<file path="config.mk">
export PLATFORM = sky130hd
export DESIGN_NAME = evp_isqrt_stage
export DESIGN_NICKNAME = d
export VERILOG_FILES = /design/src/sv/ellipsoid_vertex_projection_macros.svh /design/src/sv/evp_pkg.sv /design/src/sv/evp_isqrt_stage.sv
export SDC_FILE = /design/constraint.sdc
export NUM_CORES = 1
export LEC_CHECK = 0
export BUFFER_PORTS_ARGS = -buffer_cell sky130_fd_sc_hd__buf_2
export CAP_MARGIN = 20
export CORE_UTILIZATION = 55
export DETAILED_ROUTE_END_ITERATION = 10
export PLACE_DENSITY = 0.88
export SLEW_MARGIN = 15
export SYNTH_ARGS = -nofsm -noshare
export SYNTH_HDL_FRONTEND = slang
export SYNTH_SLANG_ARGS = --single-unit
export TNS_END_PERCENT = 20
</file>
<file path="constraint.sdc">
create_clock -name clk -period 2.19 [get_ports clk]
set_input_delay 0.3285 -clock clk [delete_from_list [all_inputs] [get_ports clk]]
set_output_delay 0.3285 -clock clk [all_outputs]
set_load 0.01 [all_outputs]
</file>
<file path="src/sv/ellipsoid_vertex_projection_macros.svh">
// Assertion macros used by the projection pipeline top level.
`ifndef ELLIPSOID_VERTEX_PROJECTION_MACROS_SVH
`define ELLIPSOID_VERTEX_PROJECTION_MACROS_SVH

// Implication checked on every clock edge outside reset.
`define EVP_ASSERT_IMPL(label, clk, rst_n, ante, cons, msg) \
    label: assert property (@(posedge clk) disable iff (!rst_n) (ante) |-> (cons)) \
        else $error(msg);

// Implication checked on the clock edge after the antecedent.
`define EVP_ASSERT_NEXT(label, clk, rst_n, ante, cons, msg) \
    label: assert property (@(posedge clk) disable iff (!rst_n) (ante) |=> (cons)) \
        else $error(msg);

`endif

</file>
<file path="src/sv/evp_pkg.sv">
// Package: shared constants and types of the ellipsoid vertex projection block.
`timescale 1ns / 1ps
package evp_pkg;
    localparam int COORD_WIDTH_DEF = 32;
    localparam int FRAC_BITS_DEF   = 16;

    // Register indexes of the configuration port.
    typedef enum logic [2:0] {
        REG_CENTER_X = 3'd0,
        REG_CENTER_Y = 3'd1,
        REG_CENTER_Z = 3'd2,
        REG_RADIUS_X = 3'd3,
        REG_RADIUS_Y = 3'd4,
        REG_RADIUS_Z = 3'd5
    } reg_idx_t;

    // Pipeline advance control handed to every stage.
    typedef struct packed {
        logic advance;
    } pipe_ctrl_t;
endpackage

</file>
<file path="src/sv/evp_isqrt_stage.sv">
// One restoring square-root step plus a delay line for the side payload.
`timescale 1ns / 1ps
module evp_isqrt_stage #(
    parameter int SW = 64,
    parameter int PW = 8,
    parameter int BITPOS = 31
) (
    input  logic              clk,
    input  logic              rst_n,
    input  evp_pkg::pipe_ctrl_t ctrl,
    input  logic              vin,
    input  logic [SW-1:0]     rem_in,
    input  logic [SW/2-1:0]   root_in,
    input  logic [PW-1:0]     pay_in,
    output logic              vout,
    output logic [SW-1:0]     rem_out,
    output logic [SW/2-1:0]   root_out,
    output logic [PW-1:0]     pay_out
);
    logic [SW+1:0] trial;
    logic [SW-1:0] rem_next;
    logic [SW/2-1:0] root_next;
    logic          vld_reg;
    logic [SW-1:0] rem_reg;
    logic [SW/2-1:0] root_reg;
    logic [PW-1:0] pay_reg;

    // Trial subtract of (2*root+1) << 2*BITPOS, where root holds the upper bits.
    always_comb
    begin
        trial = {2'b00, rem_in}
            - (({{(SW/2+2){1'b0}}, root_in} << (BITPOS + 1))
               + ({{(SW+1){1'b0}}, 1'b1} << (2 * BITPOS)));
        if (!trial[SW+1])
        begin
            rem_next  = trial[SW-1:0];
            root_next = root_in | (SW/2)'(1) << BITPOS;
        end
        else
        begin
            rem_next  = rem_in;
            root_next = root_in;
        end
    end

    always_ff @(posedge clk or negedge rst_n)
    begin
        if (!rst_n)
            vld_reg <= 1'b0;
        else if (ctrl.advance)
            vld_reg <= vin;
    end

    always_ff @(posedge clk)
    begin
        if (ctrl.advance)
        begin
            rem_reg  <= rem_next;
            root_reg <= root_next;
            pay_reg  <= pay_in;
        end
    end

    assign vout     = vld_reg;
    assign rem_out  = rem_reg;
    assign root_out = root_reg;
    assign pay_out  = pay_reg;
endmodule

</file>
Word-level counts from Yosys, hierarchy flattened
Cells that the tools add are included.

storage, ports and cells
  register bits = 105
  bits of input ports = 108

cells by class
  add/subtract/negate cells = 2
  muxes and demuxes = 1

operators with widths
  kind                      number
  $sub A64 B65 Y66          1
  $add A64 B63 Y65 const B  1
  $mux W64                  1

Longest topological paths before layout
Gate-level depths: netlist (run 1).

  word-level depth = 3
  gate-level depth with buffers = 16

Worst setup path before layout (run 1)
OpenSTA, ideal clock, no wires.

  kind = input port to flip-flop
  from = in root_in[3]
  to = reg rem_reg[56] (netlist: rem_out[56]) (data pin)
  setup time = 263 ps
  arrival = 2,889 ps
  data required time = 1,927 ps
  slack = -962 ps
  stages = 16
  path through = inv_1 -> ha_1 -> ha_1 -> clkbuf_1 -> nand2_1 -> o21ai_0 -> a21o_1 -> a41oi_1 -> o41ai_4 -> o21a_2 -> a21oi_2 -> buf_6 -> buf_4 -> nor2_1 -> a211oi_1 -> nand3_1

on the way
  word-level cells in the longest chain between the ends = 3

ends and longest elaborated chain
  element                 RTL line               source
  from (decl)             evp_isqrt_stage.sv:13  input logic [SW/2-1:0] root_in,
  $add A64 B63 Y65        evp_isqrt_stage.sv:33  + ({{(SW+1){1'b0}}, 1'b1} << (2 * BITPOS)));
  $sub A64 B65 Y66        evp_isqrt_stage.sv:32  - (({{(SW/2+2){1'b0}}, root_in} << (BITPOS + 1))
  $mux W64                evp_isqrt_stage.sv:34  if (!trial[SW+1])
  named net rem_next[56]  evp_isqrt_stage.sv:21  logic [SW-1:0] rem_next;
  to (signal assigned)    evp_isqrt_stage.sv:58  rem_reg <= rem_next;
  to (decl)               evp_isqrt_stage.sv:24  logic [SW-1:0] rem_reg;

The timed path passes the listed nets, and every way through them passes these cells.
A chain may end at the register's enable or synchronous reset.

Worst setup path after layout (run 1)
  from = in rem_in[7]
  to = reg rem_reg[56] (netlist: rem_out[56]) (data pin)

on the way
  word-level cells in the longest chain between the ends = 2

ends and longest elaborated chain
  element                 RTL line               source
  from (decl)             evp_isqrt_stage.sv:12  input logic [SW-1:0] rem_in,
  $sub A64 B65 Y66        evp_isqrt_stage.sv:32
  $mux W64                evp_isqrt_stage.sv:34
  named net rem_next[56]  evp_isqrt_stage.sv:21

The timed path passes the listed nets, and every way through them passes these cells.

==> impl_metrics.env, run 1 <==
export IMPL_rows=43
export IMPL_wl_per_cell_um=20.0
export IMPL_ir_drop_mv=0.419
export IMPL_ff2ff_setup_slack_ps=1330
export IMPL_grt_pass1_vias=8725
export IMPL_critical_path_required_ps=2300
export IMPL_most_common_layout_cells="buf_4, buf_2, edfxtp_1"
export IMPL_period_share_pct=140
export IMPL_layout_nets=1519
export IMPL_synth_seq_cells=105
export IMPL_drive_above_1_share_pct=45.1
export IMPL_stdcell_area_um2=12200
export IMPL_drt_vias_per_instance=6.11
export IMPL_cts_buffer_depth=2
export IMPL_h_tree_depth=3
export IMPL_max_slew_margin_rel_pct=62.1
export IMPL_drv_cap=0
export IMPL_hp_class="input port to flop"
export IMPL_place_area_um2=11100
export IMPL_ys_warn_count=0
export IMPL_dieArea_um2=15100
export IMPL_cts_root_buffer_cell="clkbuf_16"
export IMPL_busiest_layer="met2"
export IMPL_numCtsBuffers=9
export IMPL_antenna_cells=0
export IMPL_hpwl_mm=19.4
export IMPL_synth_seq_area_share_pct=39.3
export IMPL_grt_remaining_overflow=0
export IMPL_initial_core_util_pct=57.1
export IMPL_status="finished with violations"
export IMPL_finalSetupViolCount=63
export IMPL_final_common_cell="buf_4"
export IMPL_post_place_ws_ps=-1460
export IMPL_yosysTopAreaCell="edfxtp_1"
export IMPL_end_kind="flop"
export IMPL_core_um2=14000
export IMPL_worst_pin_slew_ps=569
export IMPL_tritoncts="yes"
export IMPL_fmax_mhz=326
export IMPL_drc_errors=0
export IMPL_yosysUniqueCellTypes=62
export IMPL_hold_violations=0
export IMPL_drt_initial_drc_count=994
export IMPL_globalRouteMet3Util_pct=4.65
export IMPL_drv_slew=0
export IMPL_port_buffers=212
export IMPL_ys_async_sr_fraction_pct=0.952
export IMPL_gp_congestion=0.921
export IMPL_wirelength_mm=30.0
export IMPL_grt_pass1_wl_mm=40.9
export IMPL_crit_arrival_ps=3180
export IMPL_p_per_area_nw_per_um2=643
export IMPL_clkLatencyLatePin_ps=360
export IMPL_fin_crit_ps=3070
export IMPL_ant_nets=0
export IMPL_firstDrtPassIters=8
export IMPL_fp_dieH_um=123
export IMPL_antenna_found_initial=0
export IMPL_worstPathCellList="buf_6 > ha_4 > a21oi_1 > o22ai_2 > o211ai_2 > a311oi_2 > a31oi_2 > o41ai_4 > o21a_2 > a21oi_4 > buf_4 > nor2_1 > a211oi_4 > nand3_2"
export IMPL_rsz0062_at_grt="yes"
export IMPL_cts_sinks=105
export IMPL_synthFlopType="edfxtp_1"
export IMPL_synth_edf_count=104
export IMPL_leakage_uw=0.00593
export IMPL_fin_tns_setup_ps=-44440
export IMPL_grtUsageMet2_pct=63.1
export IMPL_dieWidth_um=123
export IMPL_clk_pin_slew_ps=70
export IMPL_path_class="input port to flop"
export IMPL_grt_util_met1_pct=39.2
export IMPL_synth_area_top_cells="edfxtp_1, ha_1, nand2_1, a21oi_1, o21ai_0"
export IMPL_max_stage_delay_ps=320
export IMPL_avgSynthCellArea_um2=9.14
export IMPL_crit_fanout=6
export IMPL_syn_cell_area_um2=8020
export IMPL_grt_max_degree=101
export IMPL_synth_fp_nets=1080
export IMPL_postSynthCellCount=877
export IMPL_violations="setup timing"
export IMPL_start_kind="input port"
export IMPL_grt_use_total_pct=35.0
export IMPL_yosysTopAreaCellShare_pct=38.9
export IMPL_num_vias=9169
export IMPL_syn_to_final_growth_pct=51.6
export IMPL_ios=213
export IMPL_crit_slowest_cell="a31oi_2"
export IMPL_finClkSkew_ps=0
export IMPL_finalWorstSetupSlack_ps=-882
## flip-flops by register name, summed over array words and instances, names as in the netlist
register and count:
pay_out 8, root_out 32, rem_out 64, vout 1
## final cells by class
class	count	area (µm²)
clock inverters	6	50.0
repair buffers	460	3120
fillers	694	1890
well taps	180	225
clock buffers	10	239
multi-input cells	655	5030
inverters	85	339
flip-flops and latches	105	3150
## synthesized netlist by cell type, types with 3 or more instances
cell	count
xnor2_1	29
a221oi_1	3
and4_1	3
o21a_1	4
o211ai_1	4
ha_1	95
o21ai_1	10
nor3_1	6
and3_1	3
xor2_1	28
a21o_1	30
nor2b_1	5
clkbuf_1	23
a31oi_1	5
inv_1	85
nand2_1	115
nand4_1	13
o31ai_1	6
o21ai_0	86
a21oi_1	86
buf_2	7
nand3_1	17
nand2b_1	11
o21bai_1	15
nor4_1	3
edfxtp_1	104
nor2_1	40
## per-stage QoR
stage	hold WS [ps]	utilization, %	std cells	power, µW
2_1_floorplan	32.9	-	877	4190
3_3_place_gp	103	79.2	1464	5460
3_5_place_dp	111	79.2	1464	5620
4_1_cts	136	83.5	1489	7380
5_1_grt	134	86.5	1501	8130
6_report	141	86.5	1501	7820
## cells by family (layout without fill, tap and decap cells)
| family | Yosys count | after routing | synth area share, % |
|---|---|---|---|
| AO/OA/AOI/OAI | 276 | 276 | 21.0 |
| XOR/XNOR | 57 | 57 | 6.23 |
| adder cells (fa/ha/maj) | 95 | 95 | 14.8 |
| buffers and inverters | 117 | 561 | 5.73 |
| flip-flops | 105 | 105 | 39.3 |
| multiplexers | 2 | 2 | 0.281 |
| AND/OR/NAND/NOR | 225 | 225 | 12.7 |
## final timing paths
kind | from | end | cells after the start
setup / recovery | rem_in[7] | rem_out[56]$_DFFE_PP_ | 14
hold / removal | pay_in[3] | pay_out[3]$_DFFE_PP_ | 1
setup reg to reg | vout$_DFFE_PN0P_ | vout$_DFFE_PN0P_ | 1
hold reg to reg | vout$_DFFE_PN0P_ | vout$_DFFE_PN0P_ | 1
max in group asynchronous | rst_n | vout$_DFFE_PN0P_ | 2
min in group asynchronous | rst_n | vout$_DFFE_PN0P_ | 2
## critical path, delay by kind of cell
kind / cells / cell delay (ps)
simple gates: 2 / 200
buf+inv: 2 / 320
fa+ha+maj: 1 / 260
compound gates: 9 / 2050
## power by group
part           internal, µW  switching (µW)
sequential             2530            78.6
clock                   821             808
combinational          1640            1940
## metal layers
| metal | vias up | part of all wire (%) | wire length (µm) |
|---|---|---|---|
| li1 | 4030 | - | - |
| met1 | 4267 | 35 | 10600 |
| met2 | 673 | 50 | 15000 |
| met3 | 199 | 8.3 | 2480 |
| met4 | 0 | 6.5 | 1940 |
| met5 | - | 0 | 0 |
## what timing repair did
item	4_1_cts	5_1_grt
cloned	0	3
pin swaps	24	33
setup buffers	8	9
endpoints found under the setup margin	63	63
hold buffers	1	0
resized for setup	86	84
endpoints found under the hold margin	1	0
Power figures use the tool's default switching activity.
==> inputs of run 2 (changes only) <==
--- a/config.mk
+++ b/config.mk
@@ -9,7 +9,7 @@
 export CAP_MARGIN = 20
 export CORE_UTILIZATION = 55
 export DETAILED_ROUTE_END_ITERATION = 10
-export PLACE_DENSITY = 0.88
+export PLACE_DENSITY = 0.81
 export SLEW_MARGIN = 15
 export SYNTH_ARGS = -nofsm -noshare
 export SYNTH_HDL_FRONTEND = slang
==> impl_metrics.env, run 2 (synthesized netlist as in run 1, its figures left out) <==
export IMPL_hold_violations=0
export IMPL_rsz0062_at_grt="yes"
export IMPL_place_area_um2=11300
export IMPL_crit_fanout=8
export IMPL_path_class="input port to flop"
export IMPL_grt_remaining_overflow=0
export IMPL_drt_initial_drc_count=1152
export IMPL_grt_use_total_pct=38.6
export IMPL_drv_slew=0
export IMPL_max_stage_delay_ps=370
export IMPL_grt_pass1_wl_mm=44.3
export IMPL_h_tree_depth=3
export IMPL_end_kind="flop"
export IMPL_utilization_pct=89.5
export IMPL_grt_pass1_vias=9037
export IMPL_drc_errors=0
export IMPL_max_slew_margin_rel_pct=55.9
export IMPL_numCtsBuffers=9
export IMPL_crit_arrival_ps=3430
export IMPL_port_buffers=212
export IMPL_tritoncts="yes"
export IMPL_rows=43
export IMPL_clkLatencyLatePin_ps=370
export IMPL_hp_class="input port to flop"
export IMPL_cts_root_buffer_cell="clkbuf_16"
export IMPL_cpMostUsedCell="buf_12"
export IMPL_drv_cap=0
export IMPL_period_share_pct=149
export IMPL_layout_nets=1550
export IMPL_leakage_uw=0.00613
export IMPL_wl_per_cell_um=21.3
export IMPL_ff2ff_setup_slack_ps=1360
export IMPL_finClkSkew_ps=0
export IMPL_final_common_cell="buf_4"
export IMPL_fin_crit_ps=3270
export IMPL_cp_buffers_inverters=5
export IMPL_dieArea_um2=15100
export IMPL_fmax_mhz=306
export IMPL_clk_pin_slew_ps=80
export IMPL_ir_drop_mv=0.441
export IMPL_ios=213
export IMPL_worstPathCellList="buf_4 > inv_2 > ha_4 > o211ai_1 > a211oi_2 > o211ai_2 > a311oi_2 > a31oi_2 > o41ai_4 > o21a_4 > a21oi_4 > buf_12 > buf_12 > buf_16 > o21ai_2"
export IMPL_finalWorstSetupSlack_ps=-1080
export IMPL_status="finished with violations"
export IMPL_worst_pin_slew_ps=657
export IMPL_finalSetupViolCount=63
export IMPL_violations="setup timing"
export IMPL_hpwl_mm=19.1
export IMPL_dieWidth_um=123
export IMPL_initial_core_util_pct=57.1
export IMPL_largest_reg_flops=64
export IMPL_start_kind="input port"
export IMPL_core_um2=14000
export IMPL_grt_max_degree=51
export IMPL_antenna_found_initial=0
export IMPL_drt_vias_per_instance=6.26
export IMPL_antenna_cells=0
export IMPL_most_common_layout_cells="buf_4, buf_2, edfxtp_1"
export IMPL_fp_dieH_um=123
export IMPL_p_per_area_nw_per_um2=651
export IMPL_critical_path_required_ps=2350
export IMPL_wirelength_mm=32.6
export IMPL_ant_nets=0
export IMPL_cpLargestDelayFamily="compound AO/OA/AOI/OAI gates"
export IMPL_num_vias=9594
export IMPL_cts_sinks=105
export IMPL_gp_congestion=0.934
export IMPL_stdcell_area_um2=12600
export IMPL_syn_to_final_growth_pct=56.7
export IMPL_firstDrtPassIters=5
export IMPL_crit_slowest_cell="a311oi_2"
export IMPL_post_place_ws_ps=-1330
export IMPL_cts_buffer_depth=2
export IMPL_drive_above_1_share_pct=47.1
-- run 2: per-layer routing --
layer / GRT usage, % / up-vias / part of all wire (%)
li1: - / 4111 / -
met1: 44.0 / 4497 / 35
met2: 66.6 / 771 / 49
met3: 6.09 / 215 / 9.1
met4: 26.1 / 0 / 6.7
met5: 0 / - / 0
-- run 2: where the power goes --
group,leakage (µW),internal [µW],switching (µW),total (µW)
Sequential,0.00103,2530,87.6,2620
Clock,0.000142,897,834,1730
Combinational,0.00496,1780,2050,3830
-- run 2: area by class of cell --
type / count / area (µm²)
tap: 180 / 225
inverter: 85 / 342
timing repair buffer: 490 / 3470
multi-input combinational: 656 / 5080
fill: 593 / 1470
clock inverter: 7 / 76.3
clock buffer: 9 / 225
sequential: 105 / 3150
-- run 2: metrics by stage --
stage	total power [µW]	hold WS, ps	TNS [ps]	cells
finish	8180	141	-56020	1532
global route	8450	132	-62710	1532
CTS	7680	136	-37640	1525
detailed placement	5640	105	-76790	1483
global placement	5510	103	-67810	1483
floorplan	4190	32.9	-52690	877
-- run 2: worst paths after layout --
kind	start	to	cells past startpoint
max in group asynchronous	rst_n	vout$_DFFE_PN0P_	2
setup reg to reg	vout$_DFFE_PN0P_	vout$_DFFE_PN0P_	1
hold reg to reg	vout$_DFFE_PN0P_	vout$_DFFE_PN0P_	1
setup / recovery	rem_in[3]	rem_out[44]$_DFFE_PP_	15
min in group asynchronous	rst_n	vout$_DFFE_PN0P_	2
hold / removal	rem_in[0]	rem_out[0]$_DFFE_PP_	1
-- run 2: timing repair --
item / CTS / global route
cloned: 5 / 1
hold endpoints to repair: 1 / 0
pin swaps: 40 / 22
setup buffers: 20 / 6
gates resized for setup: 125 / 78
endpoints found under the setup margin: 63 / 63
hold buffers: 1 / 0
==> inputs of run 3 (changes only) <==
--- a/config.mk
+++ b/config.mk
@@ -7,9 +7,9 @@
 export LEC_CHECK = 0
 export BUFFER_PORTS_ARGS = -buffer_cell sky130_fd_sc_hd__buf_2
 export CAP_MARGIN = 20
-export CORE_UTILIZATION = 55
+export CORE_UTILIZATION = 54
 export DETAILED_ROUTE_END_ITERATION = 10
-export PLACE_DENSITY = 0.81
+export PLACE_DENSITY = 0.83
 export SLEW_MARGIN = 15
 export SYNTH_ARGS = -nofsm -noshare
 export SYNTH_HDL_FRONTEND = slang
==> constraint.sdc (replaced) <==
create_clock -name clk -period 3.45 [get_ports clk]
set_input_delay 0.5175 -clock clk [delete_from_list [all_inputs] [get_ports clk]]
set_output_delay 0.5175 -clock clk [all_outputs]
set_load 0.01 [all_outputs]
==> impl_metrics.env, run 3 (synthesized netlist as in run 1, its figures left out) <==
export IMPL_status="finished clean"
export IMPL_fin_crit_ps=3380
export IMPL_num_vias=7545
export IMPL_antenna_found_initial=1
export IMPL_drive_above_1_share_pct=30.5
export IMPL_syn_to_final_growth_pct=30.2
export IMPL_wl_per_cell_um=15.7
export IMPL_period_share_pct=97.9
export IMPL_dieArea_um2=15300
export IMPL_numCtsBuffers=9
export IMPL_cpLargestDelayFamily="compound AO/OA/AOI/OAI gates"
export IMPL_cpMostUsedCell="buf_4"
export IMPL_hold_violations=0
export IMPL_h_tree_depth=3
export IMPL_hold_depth=1
export IMPL_most_common_layout_cells="buf_2, nand2_1, edfxtp_1"
export IMPL_rows=44
export IMPL_worstPathCellList="buf_2 > inv_1 > ha_1 > a21oi_1 > o22ai_1 > o211ai_2 > a311oi_2 > a31oi_2 > o41ai_4 > o21a_2 > a21oi_4 > buf_6 > buf_4 > buf_4 > nor2_1 > nand2_1 > nand3_1"
export IMPL_grtUsageMet2_pct=48.4
export IMPL_dieWidth_um=124
export IMPL_stdcell_count=1363
export IMPL_gp_congestion=0.899
export IMPL_largest_reg_flops=64
export IMPL_grt_max_degree=57
export IMPL_ios=213
export IMPL_dpl_cell_count=1339
export IMPL_reg2reg_from="vout$_DFFE_PN0P_"
export IMPL_critical_path_required_ps=3550
export IMPL_ant_nets=0
export IMPL_worst_pin_slew_ps=638
export IMPL_start_kind="input port"
export IMPL_drv_cap=0
export IMPL_busiest_layer="met2"
export IMPL_hpwl_mm=16.5
export IMPL_fp_dieH_um=124
export IMPL_hp_start="rem_in[0]"
export IMPL_grt_remaining_overflow=0
export IMPL_hold_end="rem_out[0]$_DFFE_PP_"
export IMPL_fin_tns_setup_ps=0
export IMPL_grt_util_met1_pct=35.1
export IMPL_max_slew_margin_rel_pct=57.4
export IMPL_crit_arrival_ps=3480
export IMPL_fillers=1130
export IMPL_ff2ff_setup_slack_ps=2670
export IMPL_clk_pin_slew_ps=80
export IMPL_seqCellArea_um2=3150
export IMPL_fmax_mhz=296
export IMPL_wirelength_mm=21.4
export IMPL_leakage_uw=0.00509
export IMPL_cp_buffers_inverters=5
export IMPL_layout_nets=1376
export IMPL_drt_initial_drc_count=546
export IMPL_globalRouteMet3Util_pct=2.70
export IMPL_utilization_pct=71.8
export IMPL_crit_fanout=8
export IMPL_worstReg2RegEnd="vout$_DFFE_PN0P_"
export IMPL_ir_drop_mv=0.249
export IMPL_clkLatencyLatePin_ps=350
export IMPL_grt_pass1_vias=7093
export IMPL_firstDrtPassIters=5
export IMPL_initial_core_util_pct=55.2
export IMPL_hp_class="input port to flop"
export IMPL_ff2ff_path_depth=1
export IMPL_p_per_area_nw_per_um2=418
export IMPL_core_um2=14500
export IMPL_grt_pass1_wl_mm=33.0
export IMPL_finalSetupViolCount=0
export IMPL_drv_slew=0
export IMPL_max_stage_delay_ps=310
export IMPL_grt_use_total_pct=27.5
export IMPL_drc_errors=0
export IMPL_drt_vias_per_instance=5.54
export IMPL_crit_slowest_cell="a21oi_4"
export IMPL_finalWorstSetupSlack_ps=72.7
export IMPL_path_class="input port to flop"
export IMPL_rsz0062_at_grt="yes"
export IMPL_tritoncts="yes"
export IMPL_multi_input_area_um2=4520
export IMPL_finClkSkew_ps=0
export IMPL_port_buffers=212
export IMPL_cts_sinks=105
export IMPL_post_place_ws_ps=-207
export IMPL_final_common_cell="buf_2"
export IMPL_cts_root_buffer_cell="clkbuf_16"
export IMPL_end_kind="flop"
export IMPL_cts_buffer_depth=2
==> run 3: changes by cell type in the layout (fill, tap and decap cells not counted), sizes merged <==
cell      previous run  this run
a21oi               88        87
bufinv               1         0
clkinv               2         4
clkinvlp             2         0
clkbuf              11        10
buf                487       316
diode                0         1
==> run 3: through the flow <==
step	instance area, µm²	hold slack, ps	total power [µW]
6_report	10400	331	4360
5_1_grt	10400	332	4600
4_1_cts	10300	328	4310
3_5_place_dp	9980	299	3300
3_3_place_gp	9980	292	3250
2_1_floorplan	8020	222	2620
==> run 3: repair_timing <==
action                                  CTS  global route
hold buffers                              1             0
endpoints found under the setup margin    0             7
resized for setup                         0            23
buffers inserted                          0             6
hold endpoints to repair                  1             0
==> run 3: per-layer routing <==
| layer | vias to the layer above | wire, µm |
|---|---|---|
| met5 | - | 0 |
| met4 | 0 | 490 |
| met3 | 39 | 1080 |
| met2 | 256 | 10700 |
| met1 | 3501 | 9170 |
| li1 | 3749 | - |
==> run 3: cell type report <==
| cell class | instances | area share, % |
|---|---|---|
| flip-flops and latches | 105 | 30.2 |
| clock buffers | 10 | 2.29 |
| repair buffers | 317 | 18.5 |
| diodes | 1 | 0.0240 |
| clock inverters | 6 | 0.491 |
| well taps | 184 | 2.21 |
| inverters | 85 | 3.06 |
| multi-input cells | 655 | 43.3 |
==> run 3: worst max-delay path by stage <==
stage                    start                    end  slack (ps)  depth (start not counted)
finish               rem_in[6]  rem_out[56]$_DFFE_PP_          70                         17
global route         rem_in[8]  rem_out[56]$_DFFE_PP_         -60                         14
CTS                  rem_in[4]  rem_out[56]$_DFFE_PP_         150                         14
detailed placement  rem_in[10]  rem_out[56]$_DFFE_PP_        -210                         15
global placement     rem_in[1]  rem_out[54]$_DFFE_PP_        -130                         16
floorplan           root_in[3]  rem_out[56]$_DFFE_PP_         110                         16
==> run 3: report_power, final <==
| group | internal [µW] | leakage (µW) | switching, µW |
|---|---|---|---|
| logic | 755 | 0.00392 | 932 |
| clock network | 521 | 0.000145 | 509 |
| registers | 1600 | 0.00103 | 43.0 |
| total | 2880 | 0.00509 | 1480 |
