$ cat src/sv/ellipsoid_vertex_projection_macros.svh
// Assertion macros used by the projection pipeline top level.
`ifndef ELLIPSOID_VERTEX_PROJECTION_MACROS_SVH
`define ELLIPSOID_VERTEX_PROJECTION_MACROS_SVH

// Implication checked on every clock edge outside reset.
`define EVP_ASSERT_IMPL(label, clk, rst_n, ante, cons, msg) \
    label: assert property (@(posedge clk) disable iff (!rst_n) (ante) |-> (cons)) \
        else $error(msg);

// Implication checked on the clock edge after the antecedent.
`define EVP_ASSERT_NEXT(label, clk, rst_n, ante, cons, msg) \
    label: assert property (@(posedge clk) disable iff (!rst_n) (ante) |=> (cons)) \
        else $error(msg);

`endif

$ cat src/sv/evp_pkg.sv
// Package: shared constants and types of the ellipsoid vertex projection block.
`timescale 1ns / 1ps
package evp_pkg;
    localparam int COORD_WIDTH_DEF = 32;
    localparam int FRAC_BITS_DEF   = 16;

    // Register indexes of the configuration port.
    typedef enum logic [2:0] {
        REG_CENTER_X = 3'd0,
        REG_CENTER_Y = 3'd1,
        REG_CENTER_Z = 3'd2,
        REG_RADIUS_X = 3'd3,
        REG_RADIUS_Y = 3'd4,
        REG_RADIUS_Z = 3'd5
    } reg_idx_t;

    // Pipeline advance control handed to every stage.
    typedef struct packed {
        logic advance;
    } pipe_ctrl_t;
endpackage

$ cat src/sv/evp_div_stage.sv
// One restoring division step for the three normal components at once.
`timescale 1ns / 1ps
module evp_div_stage #(
    parameter int QW = 18,
    parameter int DW = 32,
    parameter int PW = 8
) (
    input  logic              clk,
    input  logic              rst_n,
    input  evp_pkg::pipe_ctrl_t ctrl,
    input  logic              vin,
    input  logic [3*DW-1:0]   rem_in,
    input  logic [3*QW-1:0]   quo_in,
    input  logic [DW-1:0]     den,
    input  logic [3*DW-1:0]   numbit,
    input  logic [PW-1:0]     pay_in,
    output logic              vout,
    output logic [3*DW-1:0]   rem_out,
    output logic [3*QW-1:0]   quo_out,
    output logic [PW-1:0]     pay_out
);
    logic [3*DW-1:0] rem_next;
    logic [3*QW-1:0] quo_next;
    logic [DW:0]     sh [3];
    logic [DW:0]     df [3];
    logic            vld_reg;
    logic [3*DW-1:0] rem_reg;
    logic [3*QW-1:0] quo_reg;
    logic [PW-1:0]   pay_reg;

    always_comb
    begin
        for (int k = 0; k < 3; k++)
        begin
            sh[k] = {rem_in[k*DW +: DW], numbit[k*DW]};
            df[k] = sh[k] - {1'b0, den};
            if (!df[k][DW])
            begin
                rem_next[k*DW +: DW] = df[k][DW-1:0];
                quo_next[k*QW +: QW] = {quo_in[k*QW +: QW-1], 1'b1};
            end
            else
            begin
                rem_next[k*DW +: DW] = sh[k][DW-1:0];
                quo_next[k*QW +: QW] = {quo_in[k*QW +: QW-1], 1'b0};
            end
        end
    end

    always_ff @(posedge clk or negedge rst_n)
    begin
        if (!rst_n)
            vld_reg <= 1'b0;
        else if (ctrl.advance)
            vld_reg <= vin;
    end

    always_ff @(posedge clk)
    begin
        if (ctrl.advance)
        begin
            rem_reg <= rem_next;
            quo_reg <= quo_next;
            pay_reg <= pay_in;
        end
    end

    assign vout    = vld_reg;
    assign rem_out = rem_reg;
    assign quo_out = quo_reg;
    assign pay_out = pay_reg;
endmodule

$ cat config.mk
export PLATFORM = sky130hd
export DESIGN_NAME = evp_div_stage
export DESIGN_NICKNAME = d
export VERILOG_FILES = /design/src/sv/ellipsoid_vertex_projection_macros.svh /design/src/sv/evp_pkg.sv /design/src/sv/evp_div_stage.sv
export SDC_FILE = /design/constraint.sdc
export NUM_CORES = 1
export LEC_CHECK = 0
export BUFFER_PORTS_ARGS = -buffer_cell sky130_fd_sc_hd__clkbuf_2
export CORE_AREA = 2 2 176 178
export CTS_CLUSTER_DIAMETER = 120
export CTS_CLUSTER_SIZE = 10
export DETAILED_ROUTE_END_ITERATION = 16
export DIE_AREA = 0 0 178 180
export MAX_ROUTING_LAYER = met4
export PLACE_DENSITY = 0.74
export SYNTH_ARGS = -nofsm -noshare
export SYNTH_HDL_FRONTEND = slang
export SYNTH_SLANG_ARGS = --single-unit
$ cat constraint.sdc
create_clock -name clk -period 0.8 [get_ports clk]
set_input_delay 0.04 -clock clk [delete_from_list [all_inputs] [get_ports clk]]
set_output_delay 0.04 -clock clk [all_outputs]
set_load 0.02 [all_outputs]
-- After elaboration in Yosys (flattened, before gate mapping)
Index checks and enable logic that the tools add are counted.
- register bits after elaboration: 159
- latch bits: 0
- RAM bits: 0
- memory bits (read-only): 0
- input bits: 290
- output and inout bits: 159
- logic and storage cells: 13
- memories: 0
- add/subtract/negate cells: 3
- $mul: 0
- div/mod/pow operators: 0
- order comparisons: 0
- equal/unequal tests: 0
- shifts and indexed selects: 0
- muxes and demuxes: 6
- bitwise gates (word level): 0
- reduce and logical (&&, ||, !) cells: 0
- operators with widths (operator ; count):
    $sub 33x32->33 ; 3
    $mux 32 ; 3
    $mux 1 ; 3

-- Longest topological paths before layout
Gate-level depths: netlist of run 1.
- depth in word-level cells: 2
- gate-level depth with buffers: 13
- depth with buffers taken out: 12

-- Least setup slack after synthesis of run 1
No wires, ideal clock.
- path type: input to register
- start point: in numbit[32]
- end point: reg rem_reg[36] (netlist: rem_out[36]), data pin
- library setup time: 0.260 ns
- arrival: 2.909 ns
- data required time: 0.540 ns
- slack: -2.369 ns
- stages: 13
- buffers on the path: 1
- cell sequence: inv_1 -> ha_1 -> fa_1 -> nand2b_1 -> a21o_1 -> a211oi_2 -> o41ai_2 -> o41ai_4 -> a21oi_2 -> o31ai_4 -> xor2_4 -> buf_6 -> mux2_4
- word-level cells in the longest chain between the ends: 2
- ends and longest elaborated chain (what ; line ; RTL):
    from (decl) ; evp_div_stage.sv:15 ; input logic [3*DW-1:0] numbit,
    $sub 33x32->33 ; evp_div_stage.sv:36 ; df[k] = sh[k] - {1'b0, den};
    $mux 32 ; evp_div_stage.sv:37 ; if (!df[k][DW])
    via rem_next[36] ; evp_div_stage.sv:22 ; logic [3*DW-1:0] rem_next;
    to (signal assigned) ; evp_div_stage.sv:62 ; rem_reg <= rem_next;
    to (decl) ; evp_div_stage.sv:27 ; logic [3*DW-1:0] rem_reg;
The timed path passes the listed nets, and every way through them passes these cells.
A chain may end at the register's enable or synchronous reset.

-- Worst setup path after layout of run 1
- start point: in den[0]
- end point: reg rem_reg[35] (netlist: rem_out[35]), data pin
- word-level cells in the longest chain between the ends: 2
- ends and longest elaborated chain (what ; line ; RTL):
    from (decl) ; evp_div_stage.sv:14 ; input logic [DW-1:0] den,
    $sub 33x32->33 ; evp_div_stage.sv:36 ;
    $mux 32 ; evp_div_stage.sv:37 ;
    via rem_next[35] ; evp_div_stage.sv:22 ;
The timed path passes the listed nets, and every way through them passes these cells.

==> impl_metrics.csv, run 1 <==
group,metric,value,unit
status,outcome,"finished, violations left",
status,violations,"setup timing",
setup_path,cp-start-kind,"primary input",
synth,synth_area,11200,um2
setup_path,crit_required,0.98,ns
min_path,min_from,"ctrl",
route,first_pass_iters,6,
global_routing,antenna_found_initial,6,
die,die_height,180,um
global_routing,grt-ovfl-total,0,
route,routed_wl,44400,um
route,avgRoutedWirePerCell,19.6,um
global_routing,grt_util_all_layers,26.3,%
timing,hold_viol,0,
die,die_w,178,um
layout,areaGrowthSynthToFinish,77.4,%
synth,ys_seq_area_share,42.5,%
synth,synth-warning-count,0,
clocking,cts_tree,"done",
setup_path,critical_path.max_fanout,7,
place,gp_congestion,0.947,
route,drc,0,
die,dieArea,32000,um2
power_and_ir_drop,seq_power_share,32.3,%
die,start_util,37.2,%
layout,nets,2241,
setup_path,reg2reg_to,"vout",
clocking,cts_max_path_buffers,2,
timing,slew_violations,0,
route,avgViaCountPerCell,5.19,
route,vias,11800,
synth,synth_edf_count,158,
min_path,whs_endpoint,"quo_out[44]",
power_and_ir_drop,leakage,9.40,nW
min_path,hold_path_class,"in -> reg",
clocking,htreeDepth,4,
synth,syn_inst,991,
timing,worstMarginPinSlew,0.473,ns
clocking,root_buffer,"clkbuf_16",
layout,ff_latch_area,4770,um2
global_routing,grt_max_degree,47,
job,maxCapViolCount,0,
die,core,30200,um2
min_path,hold-path-cell-count,2,
place,io_buffers,352,
power_and_ir_drop,pwr-share-clk,22.6,%
timing,fmax,353,MHz
power_and_ir_drop,combPwrFrac,45.1,%
timing,fin_ws,-2.03,ns
clocking,cts_buffers,17,
place,dp_slack,-2.56,ns
place,dp.cells,2054,
layout,final_common_cell,"buf_4",
synth,synthArstFlopShare,0.629,%
layout,drive_gt1_share,49.5,%
setup_path,r2r_cells,1,
power_and_ir_drop,p_int,23.3,mW
clocking,clk_pin_slew,0.07,ns
layout,multi_input_area,6610,um2
layout,fillers,2157,
route,drtIter0Drc,738,
timing,fin_crit,2.83,ns
synth,synth_fp_nets,1380,
die,fp-row-count,64,
timing,setup_viol,261,
setup_path,arrival,3.02,ns
power_and_ir_drop,peakVddDrop,0.00152,V
route,ant_nets,0,
die,io_pins,449,
place,place_hpwl,30800,um
synth,yosys_most_used_dff,"edfxtp_1",
synth,synth-seq-cells,159,
global_routing,grt_pass1_vias,12000,
synth,ys_types,71,
setup_path,worstSetupEndpointType,"flop",
synth,avgSynthCellArea,11.3,um2
setup_path,r2r-start,"vout",
clocking,cts.sink_count,159,
clocking,insertion_delay,0.43,ns
global_routing,grt_pass1_wl,62900,um
timing,rsz0062_at_grt,"yes",
power_and_ir_drop,power_density,1750,nW/um2
timing,post-route-period-util,354,%
timing,fin_skew,0,ns
power_and_ir_drop,switching_share,33.2,%
setup_path,crit_type,"in -> reg",
power_and_ir_drop,p_sw,11.6,mW
layout,fin_cells,2267,
timing,slew_headroom,67.7,%
setup_path,r2r_slack,0.01,ns
layout,layout_common_cells,"buf_4 (349), clkbuf_2 (200), edfxtp_1 (158)",
-- logic make-up (layout without fill, tap and decap cells) --
kind of cell	after synthesis	in the layout	share of synthesized area [%]
compound gates	269	269	16.2
xor+xnor	87	87	7.12
fa+ha+maj	99	99	11.2
buf+inv	79	953	3.33
flops	159	159	42.5
mux	93	93	10.8
other cells	0	6	0
simple gates	205	205	8.82
-- layout make-up --
| type | count | share of cell area [%] |
|---|---|---|
| Tap cell | 396 | 2.49 |
| Clock inverter | 14 | 0.616 |
| Sequential cell | 159 | 24.0 |
| Antenna cell | 6 | 0.0754 |
| Timing Repair Buffer | 869 | 36.3 |
| Clock buffer | 18 | 2.16 |
| Multi-Input combinational cell | 753 | 33.2 |
| Inverter | 52 | 1.18 |
-- through the flow --
stage | util [%] | TNS [ns] | power (mW) | hold slack (ns) | area [um2]
final | 66.0 | -227.48 | 34.9 | 0.0193 | 19900
after global routing | 66.0 | -238.95 | 36.3 | 0.0131 | 19900
after CTS | 62.7 | -226.00 | 33.3 | -0.00350 | 18900
after detailed placement | 54.0 | -243.36 | 23.6 | -0.184 | 16300
after global placement | 54.0 | -238.96 | 23.3 | -0.185 | 16300
after floorplan | - | -206.07 | 18.5 | -0.256 | 11500
-- power groups by stage --
stage          Combinational (mW)  Sequential [mW]  Clock, mW
5_1_grt                      16.6             11.3       8.32
3_5_place_dp                 12.4             11.2          0
3_3_place_gp                 12.1             11.2          0
2_1_floorplan                5.95             12.5          0
6_report                     15.7             11.3       7.87
4_1_cts                      14.2             11.1       7.98
-- synth_stat cells, drive strengths merged, types with 15 or more instances --
cell / count / share of area (%)
inv: 52 / 1.7
xor2: 37 / 3.2
o21ai: 42 / 1.9
mux2: 86 / 10
xnor2: 50 / 3.9
a21o: 40 / 2.7
nand3: 17 / 0.76
nand2: 59 / 2.0
edfxtp: 158 / 42
ha: 96 / 11
a21oi: 89 / 4.1
nor2: 54 / 1.8
a31oi: 17 / 0.95
clkbuf: 15 / 0.50
-- critical path, stage by stage --
cell,delay [ns]
clkbuf_16,0.13
ha_4,0.16
fa_2,0.35
nand2b_4,0.16
a21o_4,0.21
a211oi_4,0.26
o41ai_4,0.13
o41ai_4,0.30
a21oi_2,0.12
o31ai_4,0.27
xor2_4,0.24
buf_6,0.16
buf_12,0.14
mux2_4,0.31
-- registers in the layout, indices dropped and copies added (netlist names) --
name     cells
vout         1
rem_out     96
quo_out     54
pay_out      8
-- what timing repair did --
item,CTS,global route
endpoints found under the hold margin,133,3
buffers inserted,26,15
resized for setup,72,422
pin swaps,7,19
setup endpoints to repair,258,261
hold buffers,131,1
cloned,7,3
-- worst max path at each step --
stage / start / end / cells after the start / slack [ns]
global route: den[0] / rem_out[81] / 14 / -2.09
finish: den[0] / rem_out[35] / 14 / -2.03
CTS: den[0] / rem_out[34] / 14 / -2.04
floorplan: numbit[32] / rem_out[36] / 13 / -2.16
global placement: numbit[32] / rem_out[35] / 14 / -2.52
detailed placement: numbit[32] / rem_out[34] / 14 / -2.56
-- per-layer routing --
layer | GRT usage (%) | up-vias | share of wire, %
li1 | - | 5483 | -
met1 | 29.9 | 5605 | 39
met2 | 44.7 | 537 | 50
met3 | 3.64 | 139 | 6.0
met4 | 13.5 | 0 | 5.3
met5 | - | - | 0
No activity file was read; power rests on OpenSTA's default activity.
==> run 2, diff against run 1 <==
--- a/config.mk
+++ b/config.mk
@@ -13,6 +13,7 @@
 export DIE_AREA = 0 0 178 180
 export MAX_ROUTING_LAYER = met4
 export PLACE_DENSITY = 0.74
+export SETUP_SLACK_MARGIN = 0.2
 export SYNTH_ARGS = -nofsm -noshare
 export SYNTH_HDL_FRONTEND = slang
 export SYNTH_SLANG_ARGS = --single-unit
==> run 2 against run 1 <==
Net effect:
- the run ends with hold timing, setup timing left
- power shrank 1.2%
- clock power shrank 0.6%
- utilization shrank 2.3 points
- via count shrank 4.9%
- final cell count shrank 3.0%
- hold slack lost 0.10 ns
- register-to-register slack is essentially flat
- fmax shrank 0.56%
- design area shrank 3.5%
- highest routed layer unchanged
==> impl_metrics.csv, run 2 (synthesis results as in run 1) <==
group,metric,value,unit
clocking,cts_buffers,17,
setup_path,worstSetupEndpointType,"flop",
die,core,30200,um2
setup_path,r2r-start,"vout",
setup_path,critical_path.max_fanout,7,
timing,slew_headroom,69.1,%
global_routing,antenna_found_initial,5,
place,place_hpwl,30800,um
die,start_util,37.2,%
die,io_pins,449,
setup_path,max_stage_delay,0.34,ns
timing,rsz0062_at_grt,"yes",
status,violations,"hold timing, setup timing",
layout,largest_reg_flops,96,
layout,fin_area,19200,um2
place,dp.cells,2054,
place,post_dp_cell_area,16300,um2
layout,nets,2174,
die,fp-row-count,64,
layout,layout_common_cells,"buf_4 (343), clkbuf_2 (202), edfxtp_1 (158)",
global_routing,grt_util_all_layers,24.9,%
setup_path,arrival,3.03,ns
setup_path,crit_type,"in -> reg",
setup_path,crit_path_start,"den[0]",
clocking,cts_max_path_buffers,2,
die,die_w,178,um
clocking,cts.sink_count,159,
clocking,root_buffer,"clkbuf_16",
global_routing,grt-ovfl-total,0,
place,gp_congestion,0.947,
setup_path,cp_cell_sequence,"clkbuf_16 > ha_4 > fa_2 > nand2b_4 > a21o_4 > a211oi_4 > o41ai_4 > o41ai_4 > a21oi_2 > o31ai_4 > xor2_4 > buf_4 > buf_6 > buf_8 > mux2_4",
setup_path,reg2reg_to,"vout",
route,vias,11200,
min_path,hold-path-cell-count,2,
timing,slew_violations,0,
clocking,cts_tree,"done",
layout,fin_cells,2199,
timing,worstMarginPinSlew,0.459,ns
timing,fmax,351,MHz
route,avgRoutedWirePerCell,18.8,um
timing,hold_viol,65,
route,drtIter0Drc,607,
die,die_height,180,um
timing,fin_ws,-2.05,ns
layout,multi_input_area,6550,um2
setup_path,cp_num_buf_inv,4,
timing,fin_setup_tns,-226.41,ns
route,first_pass_iters,5,
setup_path,r2r_slack,0.01,ns
route,ant_nets,0,
timing,setup_viol,258,
route,drc,0,
die,dieArea,32000,um2
place,io_buffers,352,
status,outcome,"finished, violations left",
setup_path,r2r_cells,1,
timing,holdWs,-0.0810,ns
job,maxCapViolCount,0,
global_routing,grt_pass1_vias,11400,
setup_path,path_depth,15,
layout,final_core_util,63.6,%
global_routing,grt_pass1_wl,59500,um
clocking,insertion_delay,0.43,ns
setup_path,cp-start-kind,"primary input",
layout,ff_latch_area,4770,um2
power_and_ir_drop,leakage,9.15,nW
layout,drive_gt1_share,50.9,%
setup_path,crit_path_top_delay_cell,"fa_2",
clocking,clk_pin_slew,0.07,ns
route,routed_wl,41300,um
route,avgViaCountPerCell,5.09,
layout,areaGrowthSynthToFinish,71.2,%
power_and_ir_drop,finalPower,34.5,mW
setup_path,crit_required,0.98,ns
setup_path,crit_path_end,"rem_out[60]",
clocking,cts_hold_buf,62,
layout,fillers,2225,
timing,fin_skew,0,ns
setup_path,critPathMostFrequentCell,"o41ai_4",
power_and_ir_drop,peakVddDrop,0.00151,V
layout,final_common_cell,"buf_4",
timing,post-route-period-util,356,%
power_and_ir_drop,power_density,1790,nW/um2
timing,fin_crit,2.85,ns
setup_path,cp_top_family,"compound AO/OA/AOI/OAI gates",
min_path,hold_path_class,"in -> reg",
clocking,htreeDepth,4,
global_routing,grt_max_degree,47,
run 2: cell types whose count changed in the layout (fill, tap and decap cells not counted), moves of 2 or more:
cell           change
dlygate4sd3_1     -69
buf_4              -6
buf_2              +5
buf_16             +3
ha_1               +3
buf_6              -2
clkbuf_2           +2
ha_4               -2
inv_1              +2
run 2: per-layer routing:
layer	vias up	global-route usage, %	wire length [um]
met5	-	-	0
met4	0	12.0	1940
met3	106	3.32	2060
met2	424	42.6	20800
met1	5308	28.4	16500
li1	5354	-	-
run 2: worst min-delay path by stage:
stage	startpoint	to	slack [ns]
CTS	rem_in[77]	rem_out[78]	-0.1
finish	rem_in[77]	rem_out[78]	-0.08
floorplan	rst_n	vout	-0.26
detailed placement	rst_n	vout	-0.18
global placement	rst_n	vout	-0.18
global route	rem_in[16]	rem_out[17]	-0.08
run 2: area by class of cell:
| class | count | area share [%] |
|---|---|---|
| Antenna cell | 5 | 0.0651 |
| Multi-Input combinational cell | 753 | 34.1 |
| Timing Repair Buffer | 802 | 34.3 |
| Sequential cell | 159 | 24.8 |
| Clock buffer | 18 | 2.23 |
| Inverter | 52 | 1.21 |
| Clock inverter | 14 | 0.638 |
| Tap cell | 396 | 2.58 |
run 2: report_power, final:
part | total, mW | internal (mW) | switching, mW
combinational | 15.4 | 8.46 | 6.96
clock | 7.82 | 4.07 | 3.75
sequential | 11.2 | 10.6 | 0.592
total | 34.5 | 23.2 | 11.3
run 2: per-stage QoR:
stage,hold WS [ns],worst slack [ns]
3_3_place_gp,-0.185,-2.52
5_1_grt,-0.0835,-2.11
2_1_floorplan,-0.256,-2.16
4_1_cts,-0.0962,-2.04
6_report,-0.0810,-2.05
3_5_place_dp,-0.184,-2.56
run 2: repair_timing:
action | in CTS | in global routing
pin swaps | 7 | 1
gates cloned | 7 | 3
buffers inserted | 26 | 10
setup endpoints to repair | 259 | 259
endpoints found under the hold margin | 133 | 69
resized for setup | 72 | 391
==> run 3, diff against run 2 <==
--- a/config.mk
+++ b/config.mk
@@ -11,7 +11,6 @@
 export CTS_CLUSTER_SIZE = 10
 export DETAILED_ROUTE_END_ITERATION = 16
 export DIE_AREA = 0 0 178 180
-export MAX_ROUTING_LAYER = met4
 export PLACE_DENSITY = 0.74
 export SETUP_SLACK_MARGIN = 0.2
 export SYNTH_ARGS = -nofsm -noshare
==> run 3 against run 2 <==
Net effect:
- the run still ends with hold timing, setup timing left
- hold slack is essentially flat
- setup slack better by 0.0013 ns
- design area is 0.33% higher
- critical path depth decreased by 1
- power grew 3.1%
- first-iteration DRC count fell by 6.3%
- critical endpoint is now rem_out[49]
- largest cell class unchanged
==> impl_metrics.csv, run 3 (synthesis results as in run 1) <==
group,metric,value,unit
status,outcome,"finished, violations left",
status,violations,"hold timing, setup timing",
layout,fin_cells,2203,
global_routing,antenna_found_initial,4,
layout,nets,2179,
timing,hold_viol,65,
timing,holdWs,-0.0808,ns
die,die_height,180,um
place,gp_congestion,0.959,
clocking,clk_pin_slew,0.08,ns
clocking,htreeDepth,4,
layout,layout_common_cells,"buf_4 (348), clkbuf_2 (203), edfxtp_1 (158)",
timing,fin_crit,2.85,ns
timing,rsz0062_at_grt,"yes",
setup_path,crit_required,0.99,ns
die,dieArea,32000,um2
global_routing,grt_pass1_wl,60600,um
route,vias,11300,
timing,fin_ws,-2.05,ns
setup_path,arrival,3.04,ns
power_and_ir_drop,p_int,24.1,mW
power_and_ir_drop,seq_power_share,31.5,%
clocking,cts_tree,"done",
global_routing,grt_pass1_vias,11600,
power_and_ir_drop,power_density,1840,nW/um2
job,maxCapViolCount,0,
route,drtIter0Drc,569,
setup_path,worstSetupEndpointType,"flop",
power_and_ir_drop,p_sw,11.4,mW
clocking,cts_hold_buf,63,
setup_path,critical_path.max_fanout,6,
setup_path,r2r_slack,-0.21,ns
place,dp_slack,-2.57,ns
layout,final_common_cell,"buf_4",
global_routing,grt-ovfl-total,0,
global_routing,grt_util_all_layers,24.5,%
timing,fin_setup_tns,-230.71,ns
route,drc,0,
timing,worstMarginPinSlew,0.483,ns
timing,setup_viol,259,
place,dp.cells,2059,
timing,slew_violations,0,
route,first_pass_iters,4,
die,die_w,178,um
route,ant_nets,0,
die,io_pins,449,
layout,areaGrowthSynthToFinish,71.7,%
power_and_ir_drop,peakVddDrop,0.00141,V
route,avgRoutedWirePerCell,19.5,um
timing,post-route-period-util,356,%
clocking,insertion_delay,0.44,ns
place,place_hpwl,30600,um
die,core,30200,um2
route,routed_wl,42900,um
clocking,cts_max_path_buffers,2,
clocking,cts_buffers,17,
timing,fmax,351,MHz
route,avgViaCountPerCell,5.15,
layout,largest_reg_flops,96,
timing,fin_skew,0,ns
setup_path,crit_type,"in -> reg",
setup_path,cp-start-kind,"primary input",
place,io_buffers,352,
layout,drive_gt1_share,50.7,%
die,start_util,37.2,%
clocking,cts.sink_count,159,
die,fp-row-count,64,
global_routing,grt_max_degree,47,
power_and_ir_drop,switching_share,32.2,%
power_and_ir_drop,combPwrFrac,43.4,%
power_and_ir_drop,pwr-share-clk,25.1,%
timing,slew_headroom,67.5,%
clocking,root_buffer,"clkbuf_16",
layout,fillers,2200,
min_path,hold_path_class,"in -> reg",
power_and_ir_drop,leakage,9.22,nW
-- run 3: cell types whose count changed in the layout (fill, tap and decap cells not counted), moves of 3 or more --
cell,delta
clkinvlp_4,-4
inv_2,-3
inv_1,+3
buf_12,-5
buf_2,+4
bufinv_16,+3
buf_4,+5
clkbuf_8,+6
buf_6,-7
-- run 3: repair_timing --
| item | 4_1_cts | 5_1_grt |
|---|---|---|
| resized for setup | 74 | 366 |
| cloned | 7 | 3 |
| setup endpoints to repair | 259 | 259 |
| setup buffers | 25 | 10 |
| pin swaps | 9 | 10 |
| hold endpoints to repair | 135 | 64 |
-- run 3: critical path, stage by stage --
cell	delay [ns]
clkbuf_16	0.14
ha_4	0.16
fa_2	0.33
nand2b_4	0.15
a21o_1	0.20
a211oi_4	0.29
o41ai_4	0.14
o41ai_4	0.29
a21oi_2	0.12
o31ai_4	0.27
xor2_4	0.28
buf_6	0.17
clkbuf_16	0.16
mux2_4	0.29
-- run 3: final timing paths --
path	startpoint	endpoint	cells after the start
setup / recovery	den[0]	rem_out[49]	14
max in group asynchronous	rst_n	vout	3
setup reg to reg	vout	vout	3
hold reg to reg	vout	vout	3
min in group asynchronous	rst_n	vout	3
hold / removal	rem_in[90]	rem_out[91]	2
-- run 3: stage by stage --
| step | utilization (%) | power, mW | hold slack, ns | cell area [um2] |
|---|---|---|---|---|
| floorplan | - | 18.5 | -0.256 | 11500 |
| global placement | 54.1 | 23.3 | -0.185 | 16300 |
| detailed placement | 54.1 | 23.6 | -0.185 | 16300 |
| CTS | 60.7 | 34.0 | -0.0901 | 18300 |
| global route | 63.8 | 36.9 | -0.0810 | 19300 |
| finish | 63.8 | 35.5 | -0.0808 | 19300 |
-- run 3: routing by layer --
metal | GRT usage, % | routed length [um] | up-vias
met1 | 28.2 | 16500 | 5379
met5 | 0 | 0 | -
met4 | 11.9 | 2160 | 0
met2 | 43.6 | 21600 | 487
li1 | - | - | 5357
met3 | 4.21 | 2620 | 122
-- run 3: area by class of cell --
cell class	instances	area [um2]	share of cell area (%)
Antenna cell	4	10.0	0.0519
Multi-Input combinational cell	753	6560	34.0
Clock buffer	18	439	2.28
Clock inverter	14	191	0.993
Sequential cell	159	4770	24.8
Tap cell	396	495	2.57
Inverter	52	233	1.21
Timing Repair Buffer	807	6570	34.1
-- run 3: power groups by stage --
| stage | clock [mW] | combinational, mW | sequential (mW) |
|---|---|---|---|
| 2_1_floorplan | 0 | 5.95 | 12.5 |
| 3_3_place_gp | 0 | 12.1 | 11.2 |
| 3_5_place_dp | 0 | 12.4 | 11.2 |
| 4_1_cts | 9.04 | 13.9 | 11.0 |
| 5_1_grt | 9.32 | 16.4 | 11.3 |
| 6_report | 8.91 | 15.4 | 11.2 |
